<file path="config.mk">
export PLATFORM = sky130hd
export DESIGN_NAME = base64_stream_decoder
export DESIGN_NICKNAME = d
export VERILOG_FILES = /design/src/b64d_pkg.sv /design/src/b64d_front.sv /design/src/b64d_queue.sv /design/src/b64d_back.sv /design/src/base64_stream_decoder.sv
export SDC_FILE = /design/constraint.sdc
export NUM_CORES = 1
export LEC_CHECK = 0
export ABC_AREA = 1
export BUFFER_PORTS_ARGS = -buffer_cell sky130_fd_sc_hd__buf_2
export CAP_MARGIN = 20
export CORE_MARGIN = 2
export CORE_UTILIZATION = 30
export DETAILED_ROUTE_END_ITERATION = 8
export SETUP_SLACK_MARGIN = 0.4
export SYNTH_ARGS = -nofsm -noshare
export SYNTH_HDL_FRONTEND = slang
export SYNTH_SLANG_ARGS = --single-unit
</file>
<file path="constraint.sdc">
create_clock -name clk -period 4.7 [get_ports clk]
set_input_delay 1.175 -clock clk [delete_from_list [all_inputs] [get_ports clk]]
set_output_delay 1.175 -clock clk [all_outputs]
set_load 0.01 [all_outputs]
</file>
<file path="src/b64d_pkg.sv">
package b64d_pkg;

  localparam logic [7:0] CHR_NL    = 8'h0A;
  localparam logic [7:0] CHR_PAD   = 8'h3D;
  localparam logic [7:0] CHR_PLUS  = 8'h2B;
  localparam logic [7:0] CHR_SLASH = 8'h2F;
  localparam logic [7:0] CHR_UA    = 8'h41;
  localparam logic [7:0] CHR_UZ    = 8'h5A;
  localparam logic [7:0] CHR_LA    = 8'h61;
  localparam logic [7:0] CHR_LZ    = 8'h7A;
  localparam logic [7:0] CHR_D0    = 8'h30;
  localparam logic [7:0] CHR_D9    = 8'h39;

  localparam logic [6:0] NOT_B64 = 7'd64;

  localparam int QUEUE_DEPTH = 4;
  localparam int QPTR_W      = $clog2(QUEUE_DEPTH);
  localparam int QCNT_W      = QPTR_W + 1;

  // one decoded group (or one error) waiting for the output side
  typedef struct packed {
    logic [23:0] word;
    logic [1:0]  nbytes;
    logic        bad;
  } b64d_job_t;

  typedef struct packed {
    logic      valid;
    b64d_job_t job;
  } b64d_req_t;

  // bit 6 set: not an alphabet character
  function automatic logic [6:0] sextet_of(input logic [7:0] c);
    logic [7:0] d;
    logic [6:0] v;
    d = 8'd0;
    v = NOT_B64;
    if (c >= CHR_UA && c <= CHR_UZ) begin
      d = c - CHR_UA;
      v = d[6:0];
    end else if (c >= CHR_LA && c <= CHR_LZ) begin
      d = c - CHR_LA + 8'd26;
      v = d[6:0];
    end else if (c >= CHR_D0 && c <= CHR_D9) begin
      d = c - CHR_D0 + 8'd52;
      v = d[6:0];
    end else if (c == CHR_PLUS) begin
      v = 7'd62;
    end else if (c == CHR_SLASH) begin
      v = 7'd63;
    end
    return v;
  endfunction

endpackage

</file>
<file path="src/b64d_front.sv">
module b64d_front
  import b64d_pkg::*;
(
  input  logic       clk,
  input  logic       rst_n,
  input  logic       accept,
  input  logic [7:0] char_in,
  output b64d_req_t  push
);

  logic [17:0] acc_r, acc_nxt;
  logic [1:0]  cnt_r, cnt_nxt;
  logic        pad_r, pad_nxt;

  logic [6:0]  sext;
  logic        is_nl, is_pad, ok;

  always_comb begin
    sext   = sextet_of(char_in);
    is_nl  = (char_in == CHR_NL);
    is_pad = (char_in == CHR_PAD);
    ok     = (!sext[6] && !pad_r) || (is_pad && cnt_r >= 2'd2);

    acc_nxt = acc_r;
    cnt_nxt = cnt_r;
    pad_nxt = pad_r;
    push    = '0;

    if (accept && !is_nl) begin
      if (!ok) begin
        acc_nxt         = '0;
        cnt_nxt         = '0;
        pad_nxt         = 1'b0;
        push.valid      = 1'b1;
        push.job.word   = '0;
        push.job.nbytes = 2'd1;
        push.job.bad    = 1'b1;
      end else if (!is_pad) begin
        if (cnt_r != 2'd3) begin
          acc_nxt = {acc_r[11:0], sext[5:0]};
          cnt_nxt = cnt_r + 2'd1;
        end else begin
          acc_nxt         = '0;
          cnt_nxt         = '0;
          pad_nxt         = 1'b0;
          push.valid      = 1'b1;
          push.job.word   = {acc_r, sext[5:0]};
          push.job.nbytes = 2'd3;
        end
      end else if (cnt_r == 2'd2) begin
        acc_nxt = {acc_r[11:0], 6'd0};
        cnt_nxt = 2'd3;
        pad_nxt = 1'b1;
      end else begin
        acc_nxt         = '0;
        cnt_nxt         = '0;
        pad_nxt         = 1'b0;
        push.valid      = 1'b1;
        push.job.word   = {acc_r, 6'd0};
        push.job.nbytes = pad_r ? 2'd1 : 2'd2;
      end
    end
  end

  always_ff @(posedge clk) begin
    if (!rst_n) begin
      acc_r <= '0;
      cnt_r <= '0;
      pad_r <= 1'b0;
    end else begin
      acc_r <= acc_nxt;
      cnt_r <= cnt_nxt;
      pad_r <= pad_nxt;
    end
  end

  // pad only ever set with the group at its last place
  a_pad_cnt: assert property (@(posedge clk) disable iff (!rst_n)
    pad_r |-> cnt_r == 2'd3)
    else $error("pad set outside last place");

endmodule

</file>
<file path="src/b64d_queue.sv">
module b64d_queue
  import b64d_pkg::*;
(
  input  logic      clk,
  input  logic      rst_n,
  input  b64d_req_t push,
  input  logic      pop,
  output b64d_req_t head,
  output logic      full
);

  b64d_job_t           mem [QUEUE_DEPTH];
  logic [QPTR_W-1:0]   wr_ptr_r, rd_ptr_r;
  logic [QCNT_W-1:0]   cnt_r;

  assign full       = (cnt_r == QCNT_W'(QUEUE_DEPTH));
  assign head.valid = (cnt_r != '0);
  assign head.job   = mem[rd_ptr_r];

  always_ff @(posedge clk) begin
    if (push.valid) begin
      mem[wr_ptr_r] <= push.job;
    end
  end

  always_ff @(posedge clk) begin
    if (!rst_n) begin
      wr_ptr_r <= '0;
      rd_ptr_r <= '0;
      cnt_r    <= '0;
    end else begin
      if (push.valid) begin
        wr_ptr_r <= wr_ptr_r + QPTR_W'(1);
      end
      if (pop) begin
        rd_ptr_r <= rd_ptr_r + QPTR_W'(1);
      end
      if (push.valid && !pop) begin
        cnt_r <= cnt_r + QCNT_W'(1);
      end else if (pop && !push.valid) begin
        cnt_r <= cnt_r - QCNT_W'(1);
      end
    end
  end

  a_no_overflow: assert property (@(posedge clk) disable iff (!rst_n)
    !(push.valid && full))
    else $error("request pushed into full queue");

  a_no_underflow: assert property (@(posedge clk) disable iff (!rst_n)
    pop |-> head.valid)
    else $error("pop from empty queue");

endmodule

</file>
<file path="src/b64d_back.sv">
module b64d_back
  import b64d_pkg::*;
(
  input  logic       clk,
  input  logic       rst_n,
  input  b64d_req_t  head,
  output logic       pop,
  input  logic       out_stall,
  output logic       out_valid,
  output logic [7:0] out_byte,
  output logic       out_bad_char,
  output logic       out_group_end
);

  logic [1:0] k_r;
  logic       valid_r;
  logic [7:0] byte_r;
  logic       bad_r, end_r;

  logic       load, last;
  logic [7:0] sel_byte;

  always_comb begin
    load = head.valid && (!valid_r || !out_stall);
    last = (k_r == head.job.nbytes - 2'd1);
    pop  = load && last;
    case (k_r)
      2'd0:    sel_byte = head.job.word[23:16];
      2'd1:    sel_byte = head.job.word[15:8];
      default: sel_byte = head.job.word[7:0];
    endcase
  end

  always_ff @(posedge clk) begin
    if (!rst_n) begin
      k_r     <= '0;
      valid_r <= 1'b0;
    end else begin
      if (load) begin
        valid_r <= 1'b1;
        k_r     <= last ? 2'd0 : k_r + 2'd1;
      end else if (!out_stall) begin
        valid_r <= 1'b0;
      end
    end
  end

  always_ff @(posedge clk) begin
    if (load) begin
      byte_r <= head.job.bad ? 8'd0 : sel_byte;
      bad_r  <= head.job.bad;
      end_r  <= last;
    end
  end

  assign out_valid     = valid_r;
  assign out_byte      = byte_r;
  assign out_bad_char  = bad_r;
  assign out_group_end = end_r;

  a_err_shape: assert property (@(posedge clk) disable iff (!rst_n)
    (valid_r && bad_r) |-> (byte_r == 8'd0 && end_r))
    else $error("error result not single zero byte");

  a_idx_range: assert property (@(posedge clk) disable iff (!rst_n)
    head.valid |-> k_r < head.job.nbytes)
    else $error("byte index past group length");

endmodule

</file>
<file path="src/base64_stream_decoder.sv">
// Streaming base64 decoder. Takes one character per cycle on the in_ channel and
// returns decoded bytes on the out_ channel, one per cycle unless out_stall holds
// them, most significant byte of each group first, with out_group_end on the last
// byte caused by a character. Newlines are dropped; '=' padding ends a group with
// two or one bytes; any other character outside the alphabet (or misplaced padding)
// gives one result with out_bad_char set and out_byte zero, and restarts the group.
// Character decode and group tracking happen in the accept cycle; finished groups
// wait in a four-entry queue and leave through a registered output stage. With the
// queue empty, the first byte of a group passes through the queue entry and then the
// output register after the closing character is accepted; bytes of earlier groups
// still queued or stalled come out first. The input takes a character every cycle
// unless the queue is full; sustained rate is bounded by the output port at one byte
// per cycle, i.e. three bytes per four characters keeps pace.
module base64_stream_decoder
  import b64d_pkg::*;
(
  input  logic       clk,
  input  logic       rst_n,
  input  logic       in_valid,
  output logic       in_stall,
  input  logic [7:0] in_char_in,
  output logic       out_valid,
  input  logic       out_stall,
  output logic [7:0] out_byte,
  output logic       out_bad_char,
  output logic       out_group_end
);

  b64d_req_t push, head;
  logic      full, pop, accept;

  assign in_stall = full;
  assign accept   = in_valid && !full;

  b64d_front u_front (
    .clk     (clk),
    .rst_n   (rst_n),
    .accept  (accept),
    .char_in (in_char_in),
    .push    (push)
  );

  b64d_queue u_queue (
    .clk   (clk),
    .rst_n (rst_n),
    .push  (push),
    .pop   (pop),
    .head  (head),
    .full  (full)
  );

  b64d_back u_back (
    .clk           (clk),
    .rst_n         (rst_n),
    .head          (head),
    .pop           (pop),
    .out_stall     (out_stall),
    .out_valid     (out_valid),
    .out_byte      (out_byte),
    .out_bad_char  (out_bad_char),
    .out_group_end (out_group_end)
  );

endmodule
</file>
* Word level (Yosys, flattened, before mapping)
Memory sizes are Yosys's and may differ from the RTL's. A register that Yosys moved wholly into a read port is not among the register bits.
Index checks and enable logic that the tools add are counted.
** Storage, ports and cells
- Register bits :: 41
- Latch bits :: 0
- RAM bits :: 108
- Bits in read-only memories :: 0
- Input bits :: 12
- Output and inout port bits :: 12
- Word-level logic and storage cells :: 101
- Memories :: 1
** Cells by class
- $add $sub $neg :: 12
- Multipliers :: 0
- Div/mod/pow operators :: 0
- $lt $le $gt $ge :: 7
- Eq/ne operators :: 11
- Shift-type cells :: 0
- Multiplexer cells :: 34
- Bitwise operators :: 0
- Reduce and logical (&&, ||, !) cells :: 25
** Memory list
- u_queue.mem :: depth 4, width 27, read ports 1, clocked after Yosys merged registers in 1, write ports 1, RTL line b64d_queue.sv:12 : b64d_job_t mem [QUEUE_DEPTH];
** Operators by type and width (number)
- 27-bit 2-to-1 mux :: 4
- 18-bit 2-to-1 mux :: 4
- 7-bit 2-to-1 mux :: 5
- 28-bit 2-to-1 mux :: 1
- 8-bit by 6-bit == test with 1-bit output (second input constant) :: 3
- 8-bit by 7-bit >= comparator with 1-bit output (second input constant) :: 2
- 8-bit by 7-bit <= comparator with 1-bit output (second input constant) :: 2
- 2-bit 2-to-1 mux :: 8
- 8-bit case mux with 2 select lines :: 1
- 7-bit subtractor (second input constant) :: 2
- 1-bit logical AND :: 11
- 1-bit 2-to-1 mux :: 9
- 2-bit by 1-bit adder with 2-bit output (second input constant) :: 4
- 8-bit by 4-bit == test with 1-bit output (second input constant) :: 1
- 8-bit by 6-bit >= comparator with 1-bit output (second input constant) :: 1
- 8-bit by 6-bit <= comparator with 1-bit output (second input constant) :: 1
- 1-bit logical NOT :: 8
- 7-bit by 5-bit adder with 7-bit output (second input constant) :: 1
- 7-bit by 6-bit adder with 7-bit output (second input constant) :: 1
- 7-bit by 6-bit subtractor with 7-bit output (second input constant) :: 1
- 3-bit 2-to-1 mux :: 2
- 3-bit by 1-bit adder with 3-bit output (second input constant) :: 1
- 3-bit == test (second input constant) :: 1
- 3-bit by 2-bit inequality test with 1-bit output (second input constant) :: 1
- other kinds (13) :: 14

* Longest topological paths before layout
Gate-level depths: netlist (run 1).
- Word-level depth :: 15
- Mapped depth :: 20
- Gate-level depth less buffers :: 19

* Modules after synthesis
From an unflattened synthesis (run 1), not the netlist that was laid out.
** Unflattened totals
- Cell total of the unflattened synthesis :: 732
- Area total of the unflattened synthesis :: 7292.0 µm²
** By module, submodules not included
- b64d_queue :: times used 1, cells an instance 320, area each 4498.1 µm², sequential area each 3423.3 µm²
- b64d_front :: times used 1, cells an instance 328, area each 2083.2 µm², sequential area each 420.4 µm²
- b64d_back :: times used 1, cells an instance 82, area each 700.7 µm², sequential area each 360.3 µm²
- base64_stream_decoder :: times used 1, cells an instance 2, area each 10.0 µm², sequential area each 0.0 µm²

* Worst setup path after synthesis (run 1)
OpenSTA, ideal clock, no wires.
- Kind :: input -> register
- Start point :: input port in_char_in[2]
- End point :: memory u_queue.mem[0][0] (netlist name) (enable)
- Library setup time :: 0.411 ns
- Data arrival time :: 3.665 ns
- Data required time :: 4.289 ns
- Setup slack :: 0.624 ns
- Stages :: 15
- Path buffers :: 1
- Cell sequence :: buf_4 -> inv_1 -> ha_1 -> inv_1 -> nor2_1 -> nand2_1 -> nand3_4 -> nand2_4 -> nand2_2 -> nand3_2 -> nand2_4 -> nand3_2 -> nand2_2 -> inv_2 -> nor2_1
** RTL lines
- from (decl) :: RTL line base64_stream_decoder.sv:21 : input logic [7:0] in_char_in,
- to (decl) :: RTL line b64d_queue.sv:12

==> results of run 1 <==
worst min-delay path, delay by kind of cell (launching register included):
family | cells | cell delay [ps]
compound gates | 1 | 50
simple gates | 1 | 60
flops | 1 | 310
sequential cells by signal, indices dropped and copies added, names as in the netlist, 2 cells and up, named ones only:
name / count
u_back.k_r: 2
u_queue.rd_ptr_r: 2
u_back.out_byte: 8
u_queue.mem: 108
u_front.cnt_r: 2
u_front.acc_r: 18
u_queue.cnt_r: 3
u_queue.wr_ptr_r: 2
how the worst max path moves through the flow:
stage               cells past startpoint           from  slack, ps                 to
detailed placement                     19  in_char_in[3]        800   u_queue.cnt_r[2]
finish                                 19  in_char_in[3]       1240   u_queue.cnt_r[2]
global route                           18  in_char_in[3]        890   u_queue.cnt_r[2]
global placement                       19  in_char_in[2]        860   u_queue.cnt_r[2]
CTS                                    19  in_char_in[3]       1250   u_queue.cnt_r[2]
floorplan                              15  in_char_in[2]        620  u_queue.mem[0][0]
metal layers:
metal | global-route usage [%] | vias up | routed length, um
met4 | 3.88 | 0 | 138
met2 | 21.0 | 116 | 7330
li1 | - | 2510 | -
met3 | 2.77 | 6 | 817
met5 | 0 | - | 0
met1 | 16.7 | 2322 | 7210
metrics by stage:
step                utilization (%)  setup slack (ps)  hold WS, ps  std cells  power [W]
finish                         35.1              1240          466       1084    0.00396
detailed placement             32.5               803          456       1052    0.00267
floorplan                         -               624          445        730    0.00235
global placement               32.5               865          456       1052    0.00266
global route                   35.1               888          490       1084    0.00420
CTS                            35.1              1250          466       1084    0.00401
logic make-up (layout without fill, tap and decap cells):
family	count (synthesis)	after routing	synth area share [%]
buffers and inverters	103	138	6.07
XOR/XNOR	10	10	1.22
AND/OR/NAND/NOR	322	322	21.0
AO/OA/AOI/OAI	124	124	9.64
adder cells (fa/ha/maj)	20	20	3.58
flip-flops	151	151	58.4
placed cells by master (no fill, tap or decap), types with 2 or more instances in the layout:
cell type / synthesis / final
sky130_fd_sc_hd__a21oi_1: 23 / 23
sky130_fd_sc_hd__a21oi_2: 5 / 5
sky130_fd_sc_hd__buf_2: 3 / 23
sky130_fd_sc_hd__buf_4: 2 / 11
sky130_fd_sc_hd__clkbuf_16: 0 / 19
sky130_fd_sc_hd__clkinv_4: 0 / 6
sky130_fd_sc_hd__dfxtp_1: 33 / 33
sky130_fd_sc_hd__edfxtp_1: 118 / 118
sky130_fd_sc_hd__ha_1: 19 / 19
sky130_fd_sc_hd__inv_1: 63 / 63
sky130_fd_sc_hd__inv_2: 8 / 8
sky130_fd_sc_hd__inv_4: 0 / 4
sky130_fd_sc_hd__nand2_1: 120 / 120
sky130_fd_sc_hd__nand2_2: 6 / 6
sky130_fd_sc_hd__nand2_4: 3 / 3
sky130_fd_sc_hd__nand3_1: 39 / 39
sky130_fd_sc_hd__nand3_2: 14 / 14
sky130_fd_sc_hd__nand4_1: 3 / 3
sky130_fd_sc_hd__nor2_1: 115 / 111
sky130_fd_sc_hd__nor2_2: 5 / 9
sky130_fd_sc_hd__nor2_4: 2 / 2
sky130_fd_sc_hd__nor3_1: 3 / 3
sky130_fd_sc_hd__nor3_2: 10 / 10
sky130_fd_sc_hd__o21ai_0: 65 / 65
sky130_fd_sc_hd__o22ai_1: 24 / 24
sky130_fd_sc_hd__xor2_1: 9 / 9
area by class of cell:
cell class	instances	area [um2]
Multi-Input combinational cell	476	2570
Tap cell	319	399
Timing Repair Buffer	34	198
Clock inverter	12	113
Inverter	72	270
Fill cell	2368	15200
Clock buffer	20	489
Sequential cell	151	4200
where the power goes:
part | total [W] | switching, W | internal [W] | leakage, nW
clock | 0.00134 | 0.000526 | 0.000810 | 0.302
sequential | 0.00168 | 0.0000479 | 0.00163 | 1.38
combinational | 0.000950 | 0.000661 | 0.000289 | 1.40
total | 0.00396 | 0.00123 | 0.00273 | 3.08
==> out/metrics.yaml, run 1 <==
timing:
  min_period_over_period_pct: 73.7
  max_slew.worst_pin.slew_ps: 866
  hold_viol_final: 0
  maxClockFrequency_ghz: 0.289
  fin_skew_ps: 8.95
  fin_setup_tns_ps: 0
  timing.final.setup_violations: 0
  rsz0062_at_grt: "no"
  min_period_ps: 3460
  maxSlewHeadroom_pct: 42.2
  slew_viol_final: 0
clock_tree:
  postCtsResizedCells: 0
  clockBufferDepth: 2
  post_cts_hold_buffer_count: 0
  tritoncts_clock_tree: "done"
  cts_buf_count: 17
  post_cts.repair.setup_buffers: 0
  ctsRootBufferMaster: "sky130_fd_sc_hd__clkbuf_16"
  cts_sink_count: 151
  clock_latency_on_the_worst_skew_pair_ps: 420
  cts_htree_levels: 4
  worst_setup_hold_path_clk_slew_ps: 60
yosys:
  yosys.area.top_type_share_pct: 49.3
  yosys.cell_count.top_type: "sky130_fd_sc_hd__nand2_1"
  yosys_warnings: 0
  synth_top_cell_by_area: "sky130_fd_sc_hd__edfxtp_1"
  ys_ff_latch: 151
  ys_top_cells_by_area: "sky130_fd_sc_hd__edfxtp_1, sky130_fd_sc_hd__dfxtp_1, sky130_fd_sc_hd__nand2_1"
  syn-num-nets: 762
  synth.lib_cells_used.distinct: 39
  main_synth_ff_type: "sky130_fd_sc_hd__edfxtp_1"
  share_of_async_settable_or_async_resettable_flops_after_synthesis_pct: 0
  synth-edff-count: 118
  netlist_instances: 730
  synth_commonest_cells: "sky130_fd_sc_hd__nand2_1, sky130_fd_sc_hd__edfxtp_1, sky130_fd_sc_hd__nor2_1, sky130_fd_sc_hd__o21ai_0, sky130_fd_sc_hd__inv_1"
  area_of_the_mapped_netlist_um2: 7190
  avgSynthCellArea_um2: 9.85
  synth.yosys.seq_area_share_pct: 58.4
grt:
  global_route_wire_length_before_repair_um: 25100
  grt_pass1_vias: 4794
  grt.total_usage_pct: 12.7
  maximum_number_of_pins_on_one_net_before_global_route_repair: 51
  antenna_violations_before_repair: 0
  globalRoute.totalOverflow: 0
drt:
  viasPerCell: 4.57
  total_wire_length_um: 15500
  remaining_drc_errors: 0
  drtAntennaViolNets: 0
  wire_per_inst_um: 14.3
  drt_iter0_markers: 306
  vias: 4954
  drt_pre_antenna_iters: 6
layout:
  fin_area_um2: 8240
  fin_nets: 784
  area_growth_pct: 14.6
  num_antenna_cells: 0
  final_layout_size_suffix_gt1_share_pct: 16.6
die:
  pin_count: 24
  die_h_um: 159
  start_util_pct: 30.6
  core_um2: 23500
  die_w_um: 159
  design.die.area_um2: 25200
  number_of_placement_rows: 56
critical_path:
  worstSetupStartpointType: "input pin"
  worst-r2r-setup-slack_ps: 2040
  critPathBufInv: 3
  crit_path_max_incr_delay_ps: 380
  rr_endpoint: "u_queue.cnt_r[2]"
  critical-path-slowest-cell: "sky130_fd_sc_hd__fa_1"
  criticalPathCategory: "in -> reg"
  capturing_element_type_of_the_critical_path: "register"
  reg2reg_depth: 16
  critical_path_arrival_ps: 3770
  cp_cell_sequence: "buf_2 -> inv_1 -> ha_1 -> nand2_1 -> nor2_1 -> nor2_1 -> nand2_2 -> nor2_2 -> nor2_2 -> nand2_4 -> nand3_2 -> nand2_2 -> ha_1 -> inv_1 -> fa_1 -> a21oi_1 -> o21ai_0 -> o21ai_0 -> a21oi_1"
  crit_family: "simple AND/OR/NAND/NOR gates"
  worst-endpoint-required_ps: 5000
  critical_path.max_fanout: 10
worst_hold_path:
  hold-path-endpoint: "u_front.acc_r[13]"
  hold_path_startpoint: "u_front.acc_r[13]"
  timing.hold.worst_path_depth: 2
  worst_hold_class: "reg -> reg"
pwr:
  cellPowerDensity_nw_per_um2: 481
  total_leakage_power_nw: 3.08
  vdd_drop_max_uv: 269
place:
  detailed_place.area_um2: 7640
  place.port_buffers: 23
  globalplace.congestion: 0.840
  dpl.hpwl_um: 9950
status:
  run_status: "completed"
run:
  max-cap-violations: 0
Power figures use the tool's default switching activity.
==> run 2: changes to the inputs <==
==> constraint.sdc (replaced) <==
create_clock -name clk -period 3 [get_ports clk]
set_input_delay 0.75 -clock clk [delete_from_list [all_inputs] [get_ports clk]]
set_output_delay 0.75 -clock clk [all_outputs]
set_load 0.01 [all_outputs]
==> run 2 against run 1 <==
  * Routed wire length increased by 0.39%
  * Final area increased by 4.3%
  * Via count increased by 2.4%
  * Highest routed layer unchanged
  * Worst hold slack got worse by 2.1 ps
==> out/metrics.yaml, run 2 (synthesized netlist as in run 1, its figures left out) <==
status:
  run_status: "completed"
critical_path:
  worst-endpoint-required_ps: 3280
  reg2reg_depth: 17
  critical_path_arrival_ps: 2790
  rr_endpoint: "u_queue.cnt_r[2]"
  critical_path.max_fanout: 12
  worst-r2r-setup-slack_ps: 660
  criticalPathCategory: "in -> reg"
  capturing_element_type_of_the_critical_path: "register"
  worstSetupStartpointType: "input pin"
grt:
  grt.total_usage_pct: 12.7
  antenna_violations_before_repair: 0
  globalRoute.totalOverflow: 0
  grt_pass1_vias: 4884
  maximum_number_of_pins_on_one_net_before_global_route_repair: 51
  global_route_wire_length_before_repair_um: 25300
place:
  detailed_place.area_um2: 7990
  place_ws_ps: -20.3
  place.port_buffers: 23
  globalplace.congestion: 0.902
  dpl.hpwl_um: 10400
pwr:
  cellPowerDensity_nw_per_um2: 726
  total_leakage_power_nw: 3.20
  vdd_drop_max_uv: 336
  power.total_w: 0.00624
layout:
  num_antenna_cells: 0
  final_common_cell: "sky130_fd_sc_hd__nand2_1"
  largest_register_ffs: 108
  area_growth_pct: 19.5
  fin_area_um2: 8600
  final_layout_size_suffix_gt1_share_pct: 21.3
  layout.cells.most_common_list: "sky130_fd_sc_hd__nand2_1, sky130_fd_sc_hd__edfxtp_1, sky130_fd_sc_hd__nor2_1"
  fin_nets: 813
  largest_register: "u_queue.mem"
timing:
  slew_viol_final: 0
  min_period_ps: 2520
  timing.final.setup_violations: 0
  hold_viol_final: 0
  maxClockFrequency_ghz: 0.397
  rsz0062_at_grt: "yes"
  max_slew.worst_pin.slew_ps: 604
  min_period_over_period_pct: 83.9
  hold_ws_ps: 464
  final.setup.worst_slack_ps: 482
  maxSlewHeadroom_pct: 59.6
  fin_skew_ps: 10.4
drt:
  drt_pre_antenna_iters: 5
  drt_iter0_markers: 282
  wire_per_inst_um: 14.0
  drtAntennaViolNets: 0
  vias: 5074
  remaining_drc_errors: 0
  total_wire_length_um: 15600
  viasPerCell: 4.56
clock_tree:
  cts_htree_levels: 4
  clock_latency_on_the_worst_skew_pair_ps: 410
  cts_sink_count: 151
  clockBufferDepth: 2
  worst_setup_hold_path_clk_slew_ps: 60
  cts_buf_count: 17
  ctsRootBufferMaster: "sky130_fd_sc_hd__clkbuf_16"
  tritoncts_clock_tree: "done"
worst_hold_path:
  timing.hold.worst_path_depth: 2
  worst_hold_class: "reg -> reg"
  hold_path_startpoint: "u_front.acc_r[6]"
  hold-path-endpoint: "u_front.acc_r[6]"
die:
  design.die.area_um2: 25200
  core_um2: 23500
  pin_count: 24
  start_util_pct: 30.6
  die_h_um: 159
  die_w_um: 159
  number_of_placement_rows: 56
run:
  max-cap-violations: 0
-- run 2: cell types whose count changed in the layout (fill, tap and decap cells not counted), moves of 5 or more --
cell and delta:
sky130_fd_sc_hd__ha_1 -6, sky130_fd_sc_hd__buf_4 +23, sky130_fd_sc_hd__inv_1 -5, sky130_fd_sc_hd__buf_12 +5, sky130_fd_sc_hd__clkinv_4 -6, sky130_fd_sc_hd__clkinv_2 +5
-- run 2: critical path, stage by stage --
cell                       delay (ps)
sky130_fd_sc_hd__clkbuf_4         150
sky130_fd_sc_hd__inv_1             90
sky130_fd_sc_hd__ha_2             220
sky130_fd_sc_hd__nand2_2           80
sky130_fd_sc_hd__nor2_1           100
sky130_fd_sc_hd__nor2_1            50
sky130_fd_sc_hd__nand2_2          100
sky130_fd_sc_hd__nor2_2            50
sky130_fd_sc_hd__nor2_2           160
sky130_fd_sc_hd__nand2_4           80
sky130_fd_sc_hd__buf_4            150
sky130_fd_sc_hd__nand2_8          110
sky130_fd_sc_hd__nand2_4          100
sky130_fd_sc_hd__buf_4            180
sky130_fd_sc_hd__nor3_1           210
sky130_fd_sc_hd__buf_4            180
-- run 2: repair_timing --
| action | in CTS | in global routing |
|---|---|---|
| setup buffers | 0 | 1 |
| resized for setup | 0 | 10 |
| hold buffers | 0 | 0 |
| setup endpoints to repair | 0 | 2 |
-- run 2: per-stage QoR --
stage / setup TNS, ps / std cells / utilization [%]
after floorplan: 0 / 730 / -
after global placement: 0 / 1080 / 34.1
after detailed placement: -20.3 / 1080 / 34.1
after CTS: 0 / 1112 / 36.4
after global routing: 0 / 1113 / 36.6
final: 0 / 1113 / 36.6
-- run 2: final cells by class --
class                           count  area, um2
Fill cell                        2345      14900
Clock inverter                     15        136
Clock buffer                       17        425
Tap cell                          319        399
Timing Repair Buffer               63        484
Inverter                           72        280
Multi-Input combinational cell    476       2670
Sequential cell                   151       4200
-- run 2: worst max-delay path by stage --
stage                        from           endpoint  slack, ps  depth (start not counted)
global placement    in_char_in[3]   u_queue.cnt_r[2]         30                         19
CTS                 in_char_in[3]   u_queue.cnt_r[2]        430                         19
detailed placement  in_char_in[3]   u_queue.cnt_r[2]        -20                         19
global route        in_char_in[3]   u_queue.cnt_r[2]        330                         19
floorplan           in_char_in[2]   u_queue.cnt_r[2]        130                         20
finish              in_char_in[3]  u_queue.mem[0][9]        480                         16
-- run 2: report_power, final --
group,leakage (nW),total [W],switching [W],internal [W]
Clock,0.269,0.00201,0.000805,0.00121
Combinational,1.55,0.00160,0.00106,0.000540
Sequential,1.38,0.00263,0.0000783,0.00255
Total,3.20,0.00624,0.00194,0.00430
-- run 2: layer usage --
metal | vias to the layer above | GRT usage, % | share of wire, %
met3 | 17 | 3.16 | 4.3
met1 | 2370 | 16.8 | 47
met2 | 121 | 20.3 | 47
li1 | 2566 | - | -
met4 | 0 | 4.30 | 1.7
met5 | - | 0 | 0
==> run 3: changes to the inputs <==
==> constraint.sdc (replaced) <==
create_clock -name clk -period 2.5 [get_ports clk]
set_input_delay 0.625 -clock clk [delete_from_list [all_inputs] [get_ports clk]]
set_output_delay 0.625 -clock clk [all_outputs]
set_load 0.01 [all_outputs]
==> run 3 against run 2 <==
  * Final area up 13%
  * Power up 25%
  * Sequential share of layout area down 5.4 points
  * First-iteration DRC count up 89%
  * Routed wire length up 14%
  * Largest power group unchanged
  * Global-route usage up 1.5 points
  * Sequential cell count unchanged
  * Final cell count up 4.8%
  * Via count up 5.9%
  * Clock-buffer cell count up 2
==> out/metrics.yaml, run 3 (synthesized netlist as in run 1, its figures left out) <==
die:
  die_w_um: 159
  core_um2: 23500
  number_of_placement_rows: 56
  design.die.area_um2: 25200
  pin_count: 24
  die_h_um: 159
  start_util_pct: 30.6
drt:
  remaining_drc_errors: 0
  vias: 5374
  drt_pre_antenna_iters: 5
  wire_per_inst_um: 15.2
  total_wire_length_um: 17700
  drt_iter0_markers: 532
  drtAntennaViolNets: 0
  viasPerCell: 4.61
critical_path:
  worstSetupStartpointType: "input pin"
  critical-path-slowest-cell: "sky130_fd_sc_hd__fa_2"
  critical_path_arrival_ps: 2680
  capturing_element_type_of_the_critical_path: "register"
  worst-endpoint-required_ps: 2820
  cp_common_cell: "sky130_fd_sc_hd__nand3_4"
  crit_path_max_incr_delay_ps: 350
  cp_cell_sequence: "buf_8 -> inv_8 -> ha_4 -> buf_4 -> o21ai_2 -> nand2_2 -> nand3_4 -> nand3_4 -> nand2_4 -> nand3_4 -> nand2_4 -> ha_4 -> inv_4 -> fa_2 -> a21oi_2 -> o21ai_2 -> o21ai_1 -> a21oi_1"
  criticalPathCategory: "in -> reg"
  critical_path.max_fanout: 4
timing:
  rsz0062_at_grt: "yes"
  hold_viol_final: 0
  fin_skew_ps: 16.3
  timing.final.setup_violations: 0
  maxSlewHeadroom_pct: 65.3
  maxClockFrequency_ghz: 0.424
  slew_viol_final: 0
  final.setup.worst_slack_ps: 139
  min_period_over_period_pct: 94.4
  min_period_ps: 2360
  max_slew.worst_pin.slew_ps: 521
layout:
  fin_area_um2: 9680
  area_growth_pct: 34.6
  final_common_cell: "sky130_fd_sc_hd__edfxtp_1"
  n_fill_cell: 2216
  num_antenna_cells: 0
  largest_register: "u_queue.mem"
  final_layout_size_suffix_gt1_share_pct: 30.6
  layout.cells.most_common_list: "sky130_fd_sc_hd__edfxtp_1, sky130_fd_sc_hd__nand2_1, sky130_fd_sc_hd__nor2_1"
  fin_nets: 866
  largest_register_ffs: 108
  instances_no_fill: 1166
place:
  place.port_buffers: 23
  place_ws_ps: -468
  detailed_place.area_um2: 8340
  placed_cells_incl_taps: 1104
  globalplace.congestion: 0.856
  dpl.hpwl_um: 10500
pwr:
  total_leakage_power_nw: 3.78
  cellPowerDensity_nw_per_um2: 807
  power.total_w: 0.00782
  vdd_drop_max_uv: 396
clock_tree:
  worst_setup_hold_path_clk_slew_ps: 60
  tritoncts_clock_tree: "done"
  cts_buf_count: 17
  clockBufferDepth: 2
  clock_latency_on_the_worst_skew_pair_ps: 430
  cts_sink_count: 151
  ctsRootBufferMaster: "sky130_fd_sc_hd__clkbuf_16"
  post_cts_hold_buffer_count: 0
  cts_htree_levels: 4
grt:
  global_route_wire_length_before_repair_um: 27700
  grt_pass1_vias: 5172
  maximum_number_of_pins_on_one_net_before_global_route_repair: 51
  antenna_violations_before_repair: 0
  grt.total_usage_pct: 14.2
  globalRoute.totalOverflow: 0
run:
  max-cap-violations: 0
worst_hold_path:
  worst_hold_class: "reg -> reg"
status:
  run_status: "completed"
[run 3: cell count changes in the layout (fill, tap and decap cells not counted), moves of 6 or more]
cell and change:
sky130_fd_sc_hd__buf_12 +7, sky130_fd_sc_hd__buf_16 +9, sky130_fd_sc_hd__buf_4 +29, sky130_fd_sc_hd__buf_6 +8
sky130_fd_sc_hd__nor2_1 -15, sky130_fd_sc_hd__nor2_2 +6, sky130_fd_sc_hd__nor2_4 +9, sky130_fd_sc_hd__nor3_2 -11
sky130_fd_sc_hd__nor3_4 +12
[run 3: timing repair]
| item | CTS | global route |
|---|---|---|
| cloned | 9 | 2 |
| gates resized for setup | 65 | 33 |
| setup endpoints to repair | 131 | 164 |
| buffers inserted | 14 | 5 |
| pin swaps | 23 | 23 |
[run 3: per-layer routing]
metal	up-vias	global-route usage, %	part of all wire (%)
met5	-	0	0
met4	0	5.13	1.4
met3	17	3.19	5.6
met2	139	23.5	50
met1	2544	18.1	44
li1	2674	-	-
[run 3: layout make-up]
cell class | instances | area [um2] | share of cell area (%)
Sequential cell | 151 | 4210 | 43.5
Multi-Input combinational cell | 476 | 2990 | 30.9
Timing Repair Buffer | 116 | 1240 | 12.8
Clock buffer | 19 | 433 | 4.47
Tap cell | 319 | 399 | 4.12
Inverter | 72 | 305 | 3.15
Clock inverter | 13 | 108 | 1.11
[run 3: worst max-delay path, delay by kind of cell]
kind / cells / cell delay (ps)
AO/OA/AOI/OAI: 5 / 530
adder cells (fa/ha/maj): 3 / 640
AND/OR/NAND/NOR: 6 / 580
buffers and inverters: 4 / 300
[run 3: path summary, 6_finish.rpt]
path,endpoint,from,slack (ps),depth (start not counted)
worst min register to register,u_front.acc_r[16],u_front.acc_r[16],470,2
worst max-delay path,u_queue.cnt_r[2],in_char_in[1],140,18
worst min-delay path,u_front.acc_r[16],u_front.acc_r[16],470,2
worst max register to register,u_queue.cnt_r[2],register,220,16
[run 3: power breakdown]
| part | internal [W] | switching [W] |
|---|---|---|
| sequential | 0.00306 | 0.0000950 |
| clock | 0.00136 | 0.000983 |
| combinational | 0.000903 | 0.00142 |
[run 3: stage by stage]
| step | hold WS, ps | utilization, % | TNS, ps |
|---|---|---|---|
| after floorplan | 445 | - | -18460 |
| after global placement | 454 | 35.5 | -14810 |
| after detailed placement | 458 | 35.5 | -19780 |
| after CTS | 467 | 40.3 | 0 |
| after global routing | 485 | 41.3 | 0 |
| final | 465 | 41.3 | 0 |
